`config.mk`:
```
export PLATFORM = sky130hd
export DESIGN_NAME = ascii_radix_integer_parser_flat
export DESIGN_NICKNAME = d
export VERILOG_FILES = /design/src/design/arip_pkg.sv /design/src/design/arip_cfg_if.sv /design/src/design/arip_char_if.sv /design/src/design/arip_res_if.sv /design/src/design/arip_step.sv /design/src/design/ascii_radix_integer_parser.sv /design/src/flat_wrapper.sv
export SDC_FILE = /design/constraint.sdc
export NUM_CORES = 1
export LEC_CHECK = 0
export ABC_AREA = 1
export CORE_MARGIN = 1
export CORE_UTILIZATION = 40
export CTS_BUF_LIST = sky130_fd_sc_hd__clkbuf_2
export DETAILED_ROUTE_END_ITERATION = 16
export DONT_BUFFER_PORTS = 1
export GPL_TIMING_DRIVEN = 0
export PLACE_DENSITY = 0.53
export SLEW_MARGIN = 25
export SYNTH_ARGS = -nofsm -noshare
export SYNTH_HDL_FRONTEND = slang
export SYNTH_SLANG_ARGS = --single-unit
```
`constraint.sdc`:
```
create_clock -name i_clk -period 7.1 [get_ports i_clk]
set_input_delay 0.71 -clock i_clk [delete_from_list [all_inputs] [get_ports i_clk]]
set_output_delay 0.71 -clock i_clk [all_outputs]
set_load 0.02 [all_outputs]
```
`src/design/arip_pkg.sv`:
```
// ----------------------------------------------------------------------------
// ASCII radix integer parser package
// Shared types, constants and character classification helpers.
// ----------------------------------------------------------------------------
package arip_pkg;

    localparam int unsigned CHAR_W          = 8;
    localparam int unsigned RADIX_W         = 6;
    localparam int unsigned DIGIT_W         = 6;
    localparam int unsigned OUT_W           = 32;
    localparam int unsigned VALUE_WIDTH_DEF = 32;

    localparam logic [RADIX_W-1:0] RADIX_RESET = 6'd10;
    localparam logic [RADIX_W-1:0] RADIX_MIN   = 6'd2;
    localparam logic [RADIX_W-1:0] RADIX_MAX   = 6'd36;
    localparam logic [RADIX_W-1:0] RADIX_BIN   = 6'd2;
    localparam logic [RADIX_W-1:0] RADIX_DEC   = 6'd10;
    localparam logic [RADIX_W-1:0] RADIX_HEX   = 6'd16;
    // bases at or above these take 'b' / 'x' as plain digits
    localparam logic [RADIX_W-1:0] RADIX_B_DIGIT = 6'd12;
    localparam logic [RADIX_W-1:0] RADIX_X_DIGIT = 6'd34;

    localparam logic [CHAR_W-1:0] CH_ZERO  = 8'h30;
    localparam logic [CHAR_W-1:0] CH_NINE  = 8'h39;
    localparam logic [CHAR_W-1:0] CH_LA    = 8'h61;
    localparam logic [CHAR_W-1:0] CH_LZ    = 8'h7A;
    localparam logic [CHAR_W-1:0] CH_UA    = 8'h41;
    localparam logic [CHAR_W-1:0] CH_UZ    = 8'h5A;
    localparam logic [CHAR_W-1:0] CH_PLUS  = 8'h2B;
    localparam logic [CHAR_W-1:0] CH_MINUS = 8'h2D;
    localparam logic [CHAR_W-1:0] CH_SPACE = 8'h20;
    localparam logic [CHAR_W-1:0] CH_TAB   = 8'h09;
    localparam logic [CHAR_W-1:0] CH_CR    = 8'h0D;
    localparam logic [CHAR_W-1:0] CH_LB    = 8'h62;
    localparam logic [CHAR_W-1:0] CH_UB    = 8'h42;
    localparam logic [CHAR_W-1:0] CH_LX    = 8'h78;
    localparam logic [CHAR_W-1:0] CH_UX    = 8'h58;

    typedef enum logic [1:0] {
        PH_IDLE,
        PH_SPACE,
        PH_ZERO,
        PH_DIGITS
    } t_phase;

    typedef enum logic [2:0] {
        ST_OK        = 3'd0,
        ST_BAD_DIGIT = 3'd1,
        ST_SIGN      = 3'd2,
        ST_PREFIX    = 3'd3,
        ST_BAD_BASE  = 3'd4
    } t_status;

    typedef struct packed {
        t_phase  phase;
        logic    negative;
        logic    emit;
        t_status status;
    } t_step_ctl;

    function automatic logic is_space(input logic [CHAR_W-1:0] c);
        return (c == CH_SPACE) || (c >= CH_TAB && c <= CH_CR);
    endfunction

    function automatic logic is_num(input logic [CHAR_W-1:0] c);
        return c >= CH_ZERO && c <= CH_NINE;
    endfunction

    function automatic logic is_lower(input logic [CHAR_W-1:0] c);
        return c >= CH_LA && c <= CH_LZ;
    endfunction

    function automatic logic is_upper(input logic [CHAR_W-1:0] c);
        return c >= CH_UA && c <= CH_UZ;
    endfunction

    // only meaningful for alphanumeric bytes
    function automatic logic [DIGIT_W-1:0] digit_val(input logic [CHAR_W-1:0] c);
        logic [CHAR_W-1:0] d;
        if (is_num(c)) begin
            d = c - CH_ZERO;
        end else if (is_lower(c)) begin
            d = c - CH_LA + 8'd10;
        end else begin
            d = c - CH_UA + 8'd10;
        end
        return d[DIGIT_W-1:0];
    endfunction

endpackage

```
`src/design/arip_cfg_if.sv`:
```
// ----------------------------------------------------------------------------
// Radix configuration channel
// Single-register write channel with valid/ready.
// ----------------------------------------------------------------------------
interface arip_cfg_if
    import arip_pkg::*;
();
    logic               valid;
    logic               ready;
    logic [RADIX_W-1:0] radix;

    modport source (output valid, output radix, input ready);
    modport sink   (input valid, input radix, output ready);
endinterface

```
`src/design/arip_char_if.sv`:
```
// ----------------------------------------------------------------------------
// Character input channel
// One ASCII byte per transfer plus a start-of-string flag.
// ----------------------------------------------------------------------------
interface arip_char_if
    import arip_pkg::*;
();
    logic              valid;
    logic              ready;
    logic [CHAR_W-1:0] character;
    logic              start_of_string;

    modport source (output valid, output character, output start_of_string, input ready);
    modport sink   (input valid, input character, input start_of_string, output ready);
endinterface

```
`src/design/arip_res_if.sv`:
```
// ----------------------------------------------------------------------------
// Parse result channel
// Parsed value and status code, one transfer per string.
// ----------------------------------------------------------------------------
interface arip_res_if
    import arip_pkg::*;
();
    logic                    valid;
    logic                    ready;
    logic signed [OUT_W-1:0] value;
    t_status                 status;

    modport source (output valid, output value, output status, input ready);
    modport sink   (input valid, input value, input status, output ready);
endinterface

```
`src/design/arip_step.sv`:
```
// ----------------------------------------------------------------------------
// Parser step logic
// Next parse state, accumulator update and result for one character.
// ----------------------------------------------------------------------------
module arip_step
    import arip_pkg::*;
#(
    parameter int unsigned VALUE_WIDTH = VALUE_WIDTH_DEF
) (
    input  logic [CHAR_W-1:0]      i_char,
    input  logic                   i_sos,
    input  logic [RADIX_W-1:0]     i_radix,
    input  t_phase                 i_phase,
    input  logic                   i_negative,
    input  logic [VALUE_WIDTH-1:0] i_acc,
    output t_step_ctl              o_ctl,
    output logic [VALUE_WIDTH-1:0] o_acc,
    output logic [OUT_W-1:0]       o_value
);

    t_phase                 ph;
    logic                   neg;
    logic [VALUE_WIDTH-1:0] acc;
    logic                   alnum;
    logic [DIGIT_W-1:0]     dval;
    logic [VALUE_WIDTH-1:0] mac;
    logic                   bad_base;

    // digit step outcome
    logic                   ds_emit;
    t_status                ds_status;
    logic [VALUE_WIDTH-1:0] ds_res;

    logic [VALUE_WIDTH-1:0] res;
    logic signed [63:0]     res_ext;

    always_comb begin
        ph   = i_sos ? PH_SPACE : i_phase;
        neg  = i_sos ? 1'b0 : i_negative;
        acc  = i_sos ? '0 : i_acc;

        alnum = is_num(i_char) || is_lower(i_char) || is_upper(i_char);
        dval  = digit_val(i_char);
        mac   = VALUE_WIDTH'(acc * VALUE_WIDTH'(i_radix)) + VALUE_WIDTH'(dval);
        bad_base = (i_radix < RADIX_MIN) || (i_radix > RADIX_MAX);

        ds_emit   = 1'b1;
        ds_status = ST_OK;
        ds_res    = acc;
        if (!alnum) begin
            if (i_radix == RADIX_DEC && neg) begin
                ds_res = '0 - acc;
            end
        end else if ({2'b00, dval} >= {2'b00, i_radix}) begin
            ds_status = ST_BAD_DIGIT;
        end else begin
            ds_emit = 1'b0;
        end

        o_ctl.phase    = ph;
        o_ctl.negative = neg;
        o_ctl.emit     = 1'b0;
        o_ctl.status   = ST_OK;
        o_acc          = acc;
        res            = '0;

        if (ph != PH_IDLE) begin
            if (bad_base) begin
                o_ctl.emit   = 1'b1;
                o_ctl.status = ST_BAD_BASE;
                res          = VALUE_WIDTH'(i_radix);
            end else begin
                // take the digit path unless a special case below claims the byte
                logic use_digit;
                use_digit = 1'b0;
                case (ph)
                    PH_SPACE: begin
                        if (is_space(i_char)) begin
                            use_digit = 1'b0;
                        end else if (i_char == CH_PLUS || i_char == CH_MINUS) begin
                            if (i_radix != RADIX_DEC) begin
                                o_ctl.emit   = 1'b1;
                                o_ctl.status = ST_SIGN;
                            end else begin
                                o_ctl.negative = (i_char == CH_MINUS);
                                o_ctl.phase    = PH_DIGITS;
                            end
                        end else if (i_char == CH_ZERO) begin
                            o_ctl.phase = PH_ZERO;
                        end else begin
                            use_digit = 1'b1;
                        end
                    end
                    PH_ZERO: begin
                        if (i_char == CH_LB || i_char == CH_UB) begin
                            if (i_radix == RADIX_BIN) begin
                                o_ctl.phase = PH_DIGITS;
                            end else if (i_radix < RADIX_B_DIGIT) begin
                                o_ctl.emit   = 1'b1;
                                o_ctl.status = ST_PREFIX;
                            end else begin
                                use_digit = 1'b1;
                            end
                        end else if (i_char == CH_LX || i_char == CH_UX) begin
                            if (i_radix == RADIX_HEX) begin
                                o_ctl.phase = PH_DIGITS;
                            end else if (i_radix < RADIX_X_DIGIT) begin
                                o_ctl.emit   = 1'b1;
                                o_ctl.status = ST_PREFIX;
                            end else begin
                                use_digit = 1'b1;
                            end
                        end else begin
                            use_digit = 1'b1;
                        end
                    end
                    default: begin
                        use_digit = 1'b1;
                    end
                endcase
                if (use_digit) begin
                    if (ds_emit) begin
                        o_ctl.emit   = 1'b1;
                        o_ctl.status = ds_status;
                        res          = ds_res;
                    end else begin
                        o_acc       = mac;
                        o_ctl.phase = PH_DIGITS;
                    end
                end
            end
            if (o_ctl.emit) begin
                o_ctl.phase = PH_IDLE;
            end
        end

        res_ext = 64'(signed'(res));
        o_value = res_ext[OUT_W-1:0];
    end

endmodule

```
`src/design/ascii_radix_integer_parser.sv`:
```
// ----------------------------------------------------------------------------
// ASCII radix integer parser
// Parses a character stream into an integer in base 2 to 36.
// ----------------------------------------------------------------------------
// Pipeline: the character that ends the parse passes the input register and the
//   step stage (one multiply-add), then the result register, to reach o_res.
// Throughput: one character per cycle while o_res does not hold back a result.
// Reset (i_rst_n low, synchronous): radix returns to 10, the parser goes idle
//   and both pipeline registers are emptied.
module ascii_radix_integer_parser
    import arip_pkg::*;
#(
    parameter int unsigned VALUE_WIDTH = VALUE_WIDTH_DEF
) (
    input  logic        i_clk,
    input  logic        i_rst_n,
    arip_cfg_if.sink    i_cfg,
    arip_char_if.sink   i_char,
    arip_res_if.source  o_res
);

    logic [RADIX_W-1:0]     r_radix;
    logic                   r_in_valid;
    logic [CHAR_W-1:0]      r_char;
    logic                   r_sos;
    t_phase                 r_phase;
    logic                   r_negative;
    logic [VALUE_WIDTH-1:0] r_acc;
    logic                   r_out_valid;
    logic [OUT_W-1:0]       r_value;
    t_status                r_status;

    t_step_ctl              step_ctl;
    logic [VALUE_WIDTH-1:0] n_acc;
    logic [OUT_W-1:0]       n_value;
    logic                   advance;
    logic                   step_fire;

    // step stage may run when the result register is free or being drained
    assign advance   = !r_out_valid || o_res.ready;
    assign step_fire = r_in_valid && advance;

    assign i_cfg.ready  = 1'b1;
    assign i_char.ready = !r_in_valid || advance;

    assign o_res.valid  = r_out_valid;
    assign o_res.value  = r_value;
    assign o_res.status = r_status;

    arip_step #(
        .VALUE_WIDTH (VALUE_WIDTH)
    ) u_step (
        .i_char     (r_char),
        .i_sos      (r_sos),
        .i_radix    (r_radix),
        .i_phase    (r_phase),
        .i_negative (r_negative),
        .i_acc      (r_acc),
        .o_ctl      (step_ctl),
        .o_acc      (n_acc),
        .o_value    (n_value)
    );

    always_ff @(posedge i_clk) begin
        if (!i_rst_n) begin
            r_radix     <= RADIX_RESET;
            r_in_valid  <= 1'b0;
            r_phase     <= PH_IDLE;
            r_negative  <= 1'b0;
            r_acc       <= '0;
            r_out_valid <= 1'b0;
        end else begin
            if (i_cfg.valid) begin
                r_radix <= i_cfg.radix;
            end
            if (i_char.ready) begin
                r_in_valid <= i_char.valid;
            end
            if (step_fire) begin
                r_phase    <= step_ctl.phase;
                r_negative <= step_ctl.negative;
                r_acc      <= n_acc;
            end
            if (advance) begin
                r_out_valid <= r_in_valid && step_ctl.emit;
            end
        end
    end

    always_ff @(posedge i_clk) begin
        if (i_char.valid && i_char.ready) begin
            r_char <= i_char.character;
            r_sos  <= i_char.start_of_string;
        end
        if (step_fire && step_ctl.emit) begin
            r_value  <= n_value;
            r_status <= step_ctl.status;
        end
    end

    // an idle parser only wakes up on a start-of-string character
    a_idle_needs_start: assert property (@(posedge i_clk) disable iff (!i_rst_n)
        (r_phase == PH_IDLE && !(step_fire && r_sos)) |=> r_phase == PH_IDLE)
        else $error("parser left idle without a start of string");

    a_emit_goes_idle: assert property (@(posedge i_clk) disable iff (!i_rst_n)
        (step_fire && step_ctl.emit) |=> (r_phase == PH_IDLE && r_out_valid))
        else $error("result issued but parser not idle or result lost");

    a_zero_on_reject: assert property (@(posedge i_clk) disable iff (!i_rst_n)
        (r_out_valid && (r_status == ST_SIGN || r_status == ST_PREFIX)) |-> r_value == '0)
        else $error("sign or prefix reject with nonzero value");

    a_base_value: assert property (@(posedge i_clk) disable iff (!i_rst_n)
        (r_out_valid && r_status == ST_BAD_BASE) |-> r_value[OUT_W-1:RADIX_W] == '0)
        else $error("invalid base result wider than a radix");

endmodule
```
`src/flat_wrapper.sv`:
```
// flat-port wrapper written by rule: the top's interface ports become plain ports
module ascii_radix_integer_parser_flat import arip_pkg::*;
#(
    parameter int unsigned VALUE_WIDTH = VALUE_WIDTH_DEF
)
  (i_clk, i_rst_n, i_cfg_valid, i_cfg_radix, i_cfg_ready, i_char_valid, i_char_character, i_char_start_of_string, i_char_ready, o_res_valid, o_res_value, o_res_status, o_res_ready);
  arip_cfg_if i_cfg_i ();
  arip_char_if i_char_i ();
  arip_res_if o_res_i ();
  input  logic i_clk;
  input  logic i_rst_n;
  input wire logic [$bits(i_cfg_i.valid)-1:0] i_cfg_valid;
  input wire logic [$bits(i_cfg_i.radix)-1:0] i_cfg_radix;
  output wire logic [$bits(i_cfg_i.ready)-1:0] i_cfg_ready;
  input wire logic [$bits(i_char_i.valid)-1:0] i_char_valid;
  input wire logic [$bits(i_char_i.character)-1:0] i_char_character;
  input wire logic [$bits(i_char_i.start_of_string)-1:0] i_char_start_of_string;
  output wire logic [$bits(i_char_i.ready)-1:0] i_char_ready;
  output wire logic [$bits(o_res_i.valid)-1:0] o_res_valid;
  output wire logic [$bits(o_res_i.value)-1:0] o_res_value;
  output wire logic [$bits(o_res_i.status)-1:0] o_res_status;
  input wire logic [$bits(o_res_i.ready)-1:0] o_res_ready;
  assign i_cfg_i.valid = i_cfg_valid;
  assign i_cfg_i.radix = i_cfg_radix;
  assign i_cfg_ready = i_cfg_i.ready;
  assign i_char_i.valid = i_char_valid;
  assign i_char_i.character = i_char_character;
  assign i_char_i.start_of_string = i_char_start_of_string;
  assign i_char_ready = i_char_i.ready;
  assign o_res_valid = o_res_i.valid;
  assign o_res_value = o_res_i.value;
  assign o_res_status = o_res_i.status;
  assign o_res_i.ready = o_res_ready;
  ascii_radix_integer_parser #(.VALUE_WIDTH(VALUE_WIDTH)) u_core (.i_clk(i_clk), .i_rst_n(i_rst_n), .i_cfg(i_cfg_i), .i_char(i_char_i), .o_res(o_res_i));
endmodule
```
Word level (Yosys, flattened, before mapping)
Cells that the tools add are included.
{"block": "word_totals", "reg_bits": 87, "latchBits": 0, "ramBits": 0, "mem_bits_ro": 0, "in_bits": 20, "output_inout_bits": 38, "elab_cells": 134, "n_memories": 0}
{"block": "op_classes", "addsub": 7, "n_mul": 1, "div_mod_pow": 0, "magnitude_cmp": 13, "eq_ne": 14, "n_shift": 0, "n_mux": 63, "bitwise_logic": 3, "n_reduce_logical": 22}
{"operator": "2-to-1 mux 32 bit", "n": 7}
{"operator": "2-to-1 mux 4 bit", "n": 11}
{"operator": "adder 32 x 6 -> 32 bit", "n": 1}
{"operator": "== test 8 x 6 -> 1 bit, second input constant", "n": 4}
{"operator": "== test 8 x 7 -> 1 bit, second input constant", "n": 4}
{"operator": "multiplier 32 x 6 -> 32 bit", "n": 1}
{"operator": "subtractor 1 x 32 -> 32 bit, first input constant", "n": 1}
{"operator": "2-to-1 mux 6 bit", "n": 5}
{"operator": "2-to-1 mux 3 bit", "n": 7}
{"operator": "2-to-1 mux 2 bit", "n": 10}
{"operator": "2-to-1 mux 1 bit", "n": 17}
{"operator": "greater-or-equal comparator 8 x 7 -> 1 bit, second input constant", "n": 2}
{"operator": "less-or-equal comparator 8 x 7 -> 1 bit, second input constant", "n": 2}
{"operator": "2-to-1 mux 7 bit", "n": 2}
{"operator": "adder 6 x 4 -> 6 bit, second input constant", "n": 2}
{"operator": "subtractor 6 bit, second input constant", "n": 2}
{"operator": "logical AND 1 bit", "n": 9}
{"operator": "logical OR 1 bit", "n": 9}
{"operator": "greater-or-equal comparator 8 x 4 -> 1 bit, second input constant", "n": 1}
{"operator": "greater-or-equal comparator 8 x 6 -> 1 bit, second input constant", "n": 1}
{"operator": "less-or-equal comparator 8 x 4 -> 1 bit, second input constant", "n": 1}
{"operator": "less-or-equal comparator 8 x 6 -> 1 bit, second input constant", "n": 1}
{"operator": "one-hot mux 4 bit (2 select lines)", "n": 1}
{"operator": "== test 6 x 2 -> 1 bit, second input constant", "n": 1}
{"operator": "other kinds (18)", "n": 21}

Depth between registers and ports, before layout
{"block": "logic_depth", "depth_word": 17, "ltp_mapped": 27, "mapped_depth_nobuf": 26}

Hierarchy
From an unflattened synthesis, not the netlist that was laid out.
{"block": "hier_totals", "cells_unflattened": 1761, "area_unflattened_um2": 12249.2}
{"module": "arip_step", "instances": 1, "cells_each": 1447, "area_each_um2": 8992.4, "seq_area_each_um2": 0.0}
{"module": "ascii_radix_integer_parser", "instances": 1, "cells_each": 314, "area_each_um2": 3256.9, "seq_area_each_um2": 2182.1}

Least setup slack after synthesis
Ideal clock, no wire load.
{"block": "synth_timing", "path_type": "reg2reg", "startpoint": "register u_core.r_sos", "endpoint": "register u_core.r_acc[31]", "setup_time_ps": 132, "arrival_time_ps": 4460, "required_time_ps": 6968, "setup_slack_ps": 2508, "path_stages_with_launch": 26, "path_buffers": 3, "period_less_slack_ps": 4592, "cell_sequence": "edfxtp_1 buf_4 inv_2 buf_6 nand2_1 clkbuf_1 nor2_1 fa_1 inv_1 fa_1 inv_1 fa_1 fa_1 ha_1 nand2_1 inv_1 nand2_1 nand3_1 nand2_1 nand3_1 a21oi_1 inv_1 nand2_1 nand3_1 nand3_1 a21oi_1"}
{"block": "synth_between", "elab_chain_len": 8, "elab_cells_between_ends": 14, "classes_between": "add/sub: 1; mul: 1; eq/ne: 2; mux: 9; reduce/logical: 1"}
{"element": "start: declaration", "line_no": "ascii_radix_integer_parser.sv:25", "text": "logic r_sos;"}
{"element": "start signal: assignment", "line_no": "ascii_radix_integer_parser.sv:93", "text": "r_sos <= i_char.start_of_string;"}
{"element": "branches (longest 7 deep; another with multiplier 32 x 6 -> 32 bit)"}
{"element": "2-to-1 mux 32 bit *", "line_no": "arip_step.sv:67", "text": "if (ph != PH_IDLE) begin"}
{"element": "end signal: assignment", "line_no": "ascii_radix_integer_parser.sv:82", "text": "r_acc <= n_acc;"}
{"element": "end: declaration", "line_no": "ascii_radix_integer_parser.sv:28", "text": "logic [VALUE_WIDTH-1:0] r_acc;"}
Every way passes the cells marked *. The select of a mux whose other input is x is not followed.
A chain may end at the register's enable or synchronous reset.

Final worst setup path
{"block": "layout_timing", "startpoint": "register u_core.r_radix[5]", "endpoint": "register u_core.r_acc[31]"}
{"block": "layout_between", "elab_chain_len": 11, "elab_cells_between_ends": 25, "classes_between": "add/sub: 1; mul: 1; order compare: 5; eq/ne: 2; mux: 15; reduce/logical: 1"}
{"element": "start: declaration", "line_no": "ascii_radix_integer_parser.sv:22", "text": "logic [RADIX_W-1:0] r_radix;"}
{"element": "start signal: assignment", "line_no": "ascii_radix_integer_parser.sv:74", "text": "r_radix <= i_cfg.radix;"}
{"element": "branches (longest 9 deep; another with multiplier 32 x 6 -> 32 bit)"}
{"element": "2-to-1 mux 32 bit *", "line_no": "arip_step.sv:68", "text": "if (bad_base) begin"}
{"element": "2-to-1 mux 32 bit *", "line_no": "arip_step.sv:67"}
Marks and branches as above.

==> impl_metrics.py <==
metrics = {
    "route": {
        "firstDrtPassIters": 5,
        "num_vias": 10550,
        "drt_wl_total_um": 36430,
        "drc": 0,
        "viasPerCell": 5.288,
        "routedWlPerCell_um": 18.26,
        "drt_iter0_markers": 724,
        "antenna_left": 0,
    },
    "job": {
        "cap_violations": 0,
    },
    "cells_and_area": {
        "layout-drive-gt1-share_pct": 5.074,
        "layout.cells.non_filler": 1995,
        "syn2layout_area_growth_pct": 5.209,
        "fillers": 2999,
        "nets": 1827,
    },
    "power_and_ir_drop": {
        "total_power_mw": 1.347,
        "power_density_mw_per_mm2": 112.7,
        "p_leak_nw": 6.091,
        "ir_worst_vdd_mv": 0.06349,
    },
    "worst_setup_path": {
        "cp_cell_sequence": "inv_1 > clkbuf_1 > clkbuf_1 > nor2_1 > fa_1 > fa_1 > fa_1 > ha_1 > ha_1 > a21oi_1 > a21boi_0 > nand3_1 > a21oi_1 > nand3_1 > nand3_1 > nand3_1 > a21oi_1",
        "path_max_fanout": 10,
        "arrival_ps": 6640,
        "critPathSlowestCell": "clkbuf_1",
        "cp-end-kind": "flop",
        "path_class": "flop to flop",
        "path_common_cell": "nand3_1",
        "critPathTopFamily": "adder cells",
        "critPathMaxStageDelay_ps": 560,
        "cp.buffers_inverters": 3,
        "startpoint_type": "flop",
        "worstPathRequired_ps": 7680,
    },
    "synthesis": {
        "synth_cell_type_count": 45,
        "netlist_instances": 1600,
        "synth_ff_type": "edfxtp_1",
        "async_reset_ff_share_pct": 0,
        "synth_area_mm2": 0.01136,
        "synth_seq_cells": 87,
        "synth-edff-count": 44,
        "yosysWarningCount": 0,
        "synth.most_common_cell": "nand2_1",
        "synth_top_cell_by_area": "fa_1",
        "synth.net_count": 1816,
        "synthTopCellsByArea": "fa_1, edfxtp_1, nand2_1, nor2_1, ha_1",
        "synth.avg_cell_area_um2": 7.101,
        "synth_top_cell_area_share_pct": 19.74,
        "synth_common_cells": "nand2_1, nor2_1, inv_1, fa_1, nand3_1",
        "ys_seq_area_share_pct": 19.21,
    },
    "cts": {
        "htree_num_levels": 3,
        "cts_root_buf": "clkbuf_2",
        "clock_latency_ps": 620,
        "postCtsSetupRepairBufs": 0,
        "numCtsBuffers": 9,
        "ctsResizeCount": 0,
        "cts.sink_count": 87,
        "clk_pin_slew_worst_paths_ps": 260,
        "postCtsHoldBufs": 0,
        "cts_tree": "built",
        "clockBufferDepth": 2,
    },
    "global_routing": {
        "antenna_found_initial": 1,
        "grt_pass1_wl_um": 58210,
        "grt_max_degree": 36,
        "track_usage_pct": 26.51,
        "overflow": 0,
        "grt_pass1_vias": 10470,
    },
    "die": {
        "die_h_um": 170.5,
        "fp.dieW_um": 170.5,
        "initial_core_util_pct": 40.78,
        "dieArea_mm2": 0.02908,
        "fp.coreArea_mm2": 0.02786,
        "io_pins": 58,
        "num_rows": 61,
    },
    "sta": {
        "fin_worst_skew_ps": 33.34,
        "grt_setup_unrepaired": "false",
        "hold_viol": 0,
        "slew_violations": 0,
        "min_period_ps": 6062,
        "hold-worst-slack_ps": 172.7,
        "layout_setup_ws_ps": 1038,
        "max_slew_margin_pct": 45.24,
        "max_freq_ghz": 0.1650,
        "setup_violations": 0,
        "fin_setup_tns_ps": 0,
        "worst_pin_slew_ps": 821.4,
        "timing.final.crit_share_pct": 85.38,
    },
    "place": {
        "place_congestion": 0.9170,
        "io_buffers": 0,
        "dp_slack_ps": 1168,
        "numPlacedInstances": 1978,
        "hpwlAfterDp_um": 30340,
    },
    "min_path": {
        "hp-class": "input pin to flop",
    },
    "outcome": {
        "status": "finished clean",
    },
}
-- worst paths after layout --
kind	cells after the start	startpoint	end	slack, ps
hold reg to reg	2	u_core.r_acc[25]	u_core.r_acc[25]	490
setup / recovery	17	u_core.r_radix[5]	u_core.r_acc[31]	1040
hold / removal	0	i_char_character[1]	u_core.r_char[1]	170
setup reg to reg	17	u_core.r_radix[5]	u_core.r_acc[31]	1040
-- state kept, by name, summed over array words and instances (netlist names) --
register,cells
u_core.o_res.status,3
u_core.o_res.valid,1
u_core.o_res.value,32
u_core.r_acc,32
u_core.r_char,8
u_core.r_in_valid,1
u_core.r_negative,1
u_core.r_phase,2
u_core.r_radix,6
u_core.r_sos,1
-- kinds of logic (layout without fill, tap and decap cells) --
family | count (synthesis) | after routing | synth area share [%]
and+or+nand+nor | 818 | 818 | 30.24
buffers and inverters | 250 | 266 | 8.678
AOI/OAI and AO/OA | 209 | 209 | 9.846
adders and majority gates | 196 | 196 | 28.99
DFF | 87 | 87 | 19.21
xor gates and xnor gates | 39 | 39 | 3.007
other | 1 | 2 | 0.03301
-- metal layers --
| metal | share of wire (%) | GRT usage, % |
|---|---|---|
| met1 | 46 | 36.29 |
| met2 | 44 | 42.09 |
| met3 | 6.6 | 4.488 |
| met4 | 2.9 | 9.127 |
| met5 | 0 | 0 |
-- where the power goes --
group / total (mW) / switching [mW] / internal, mW / leakage, nW
Combinational: 0.492 / 0.349 / 0.143 / 5.27
Clock: 0.268 / 0.187 / 0.0807 / 0.0621
Sequential: 0.588 / 0.0306 / 0.557 / 0.758
Total: 1.35 / 0.566 / 0.781 / 6.09
-- stage by stage --
| step | utilization [%] | instance area [um^2] |
|---|---|---|
| 3_5_place_dp | 42.48 | 11830 |
| 2_1_floorplan | - | 11360 |
| 4_1_cts | 42.90 | 11950 |
| 5_1_grt | 42.91 | 11950 |
| 3_3_place_gp | 42.48 | 11830 |
| 6_report | 42.91 | 11950 |
-- area by class of cell --
type,instances,area [um^2],share of cell area (%)
Buffer,52,242.7,2.031
Tap cell,378,473.0,3.957
Inverter,198,743.2,6.218
Antenna cell,1,2.502,0.02094
Multi-Input combinational cell,1263,8193,68.54
Sequential cell,87,2182,18.26
Clock inverter,7,71.32,0.5967
Clock buffer,9,45.04,0.3768
-- cells in the final DEF (no fill, tap or decap), drive strengths merged --
master and n:
fa 112, bufinv 1, a31oi 3, nand4 16, conb 1, nor2 320
dfxtp 43, nor3 25, or2 4, edfxtp 44, o31ai 1, a21o 5
ha 84, and2 1, nand2 337, clkinvlp 3, a21boi 2, o21ai 71
xnor2 10, clkinv 8, buf 23, diode 1, o211ai 6, a21oi 105
nand2b 1, clkbuf 38, xor2 29, nand3 106, nor4 3, o22ai 8
nor3b 1, nand3b 4, o21bai 8, inv 193
(Power assumes the default switching activity.)
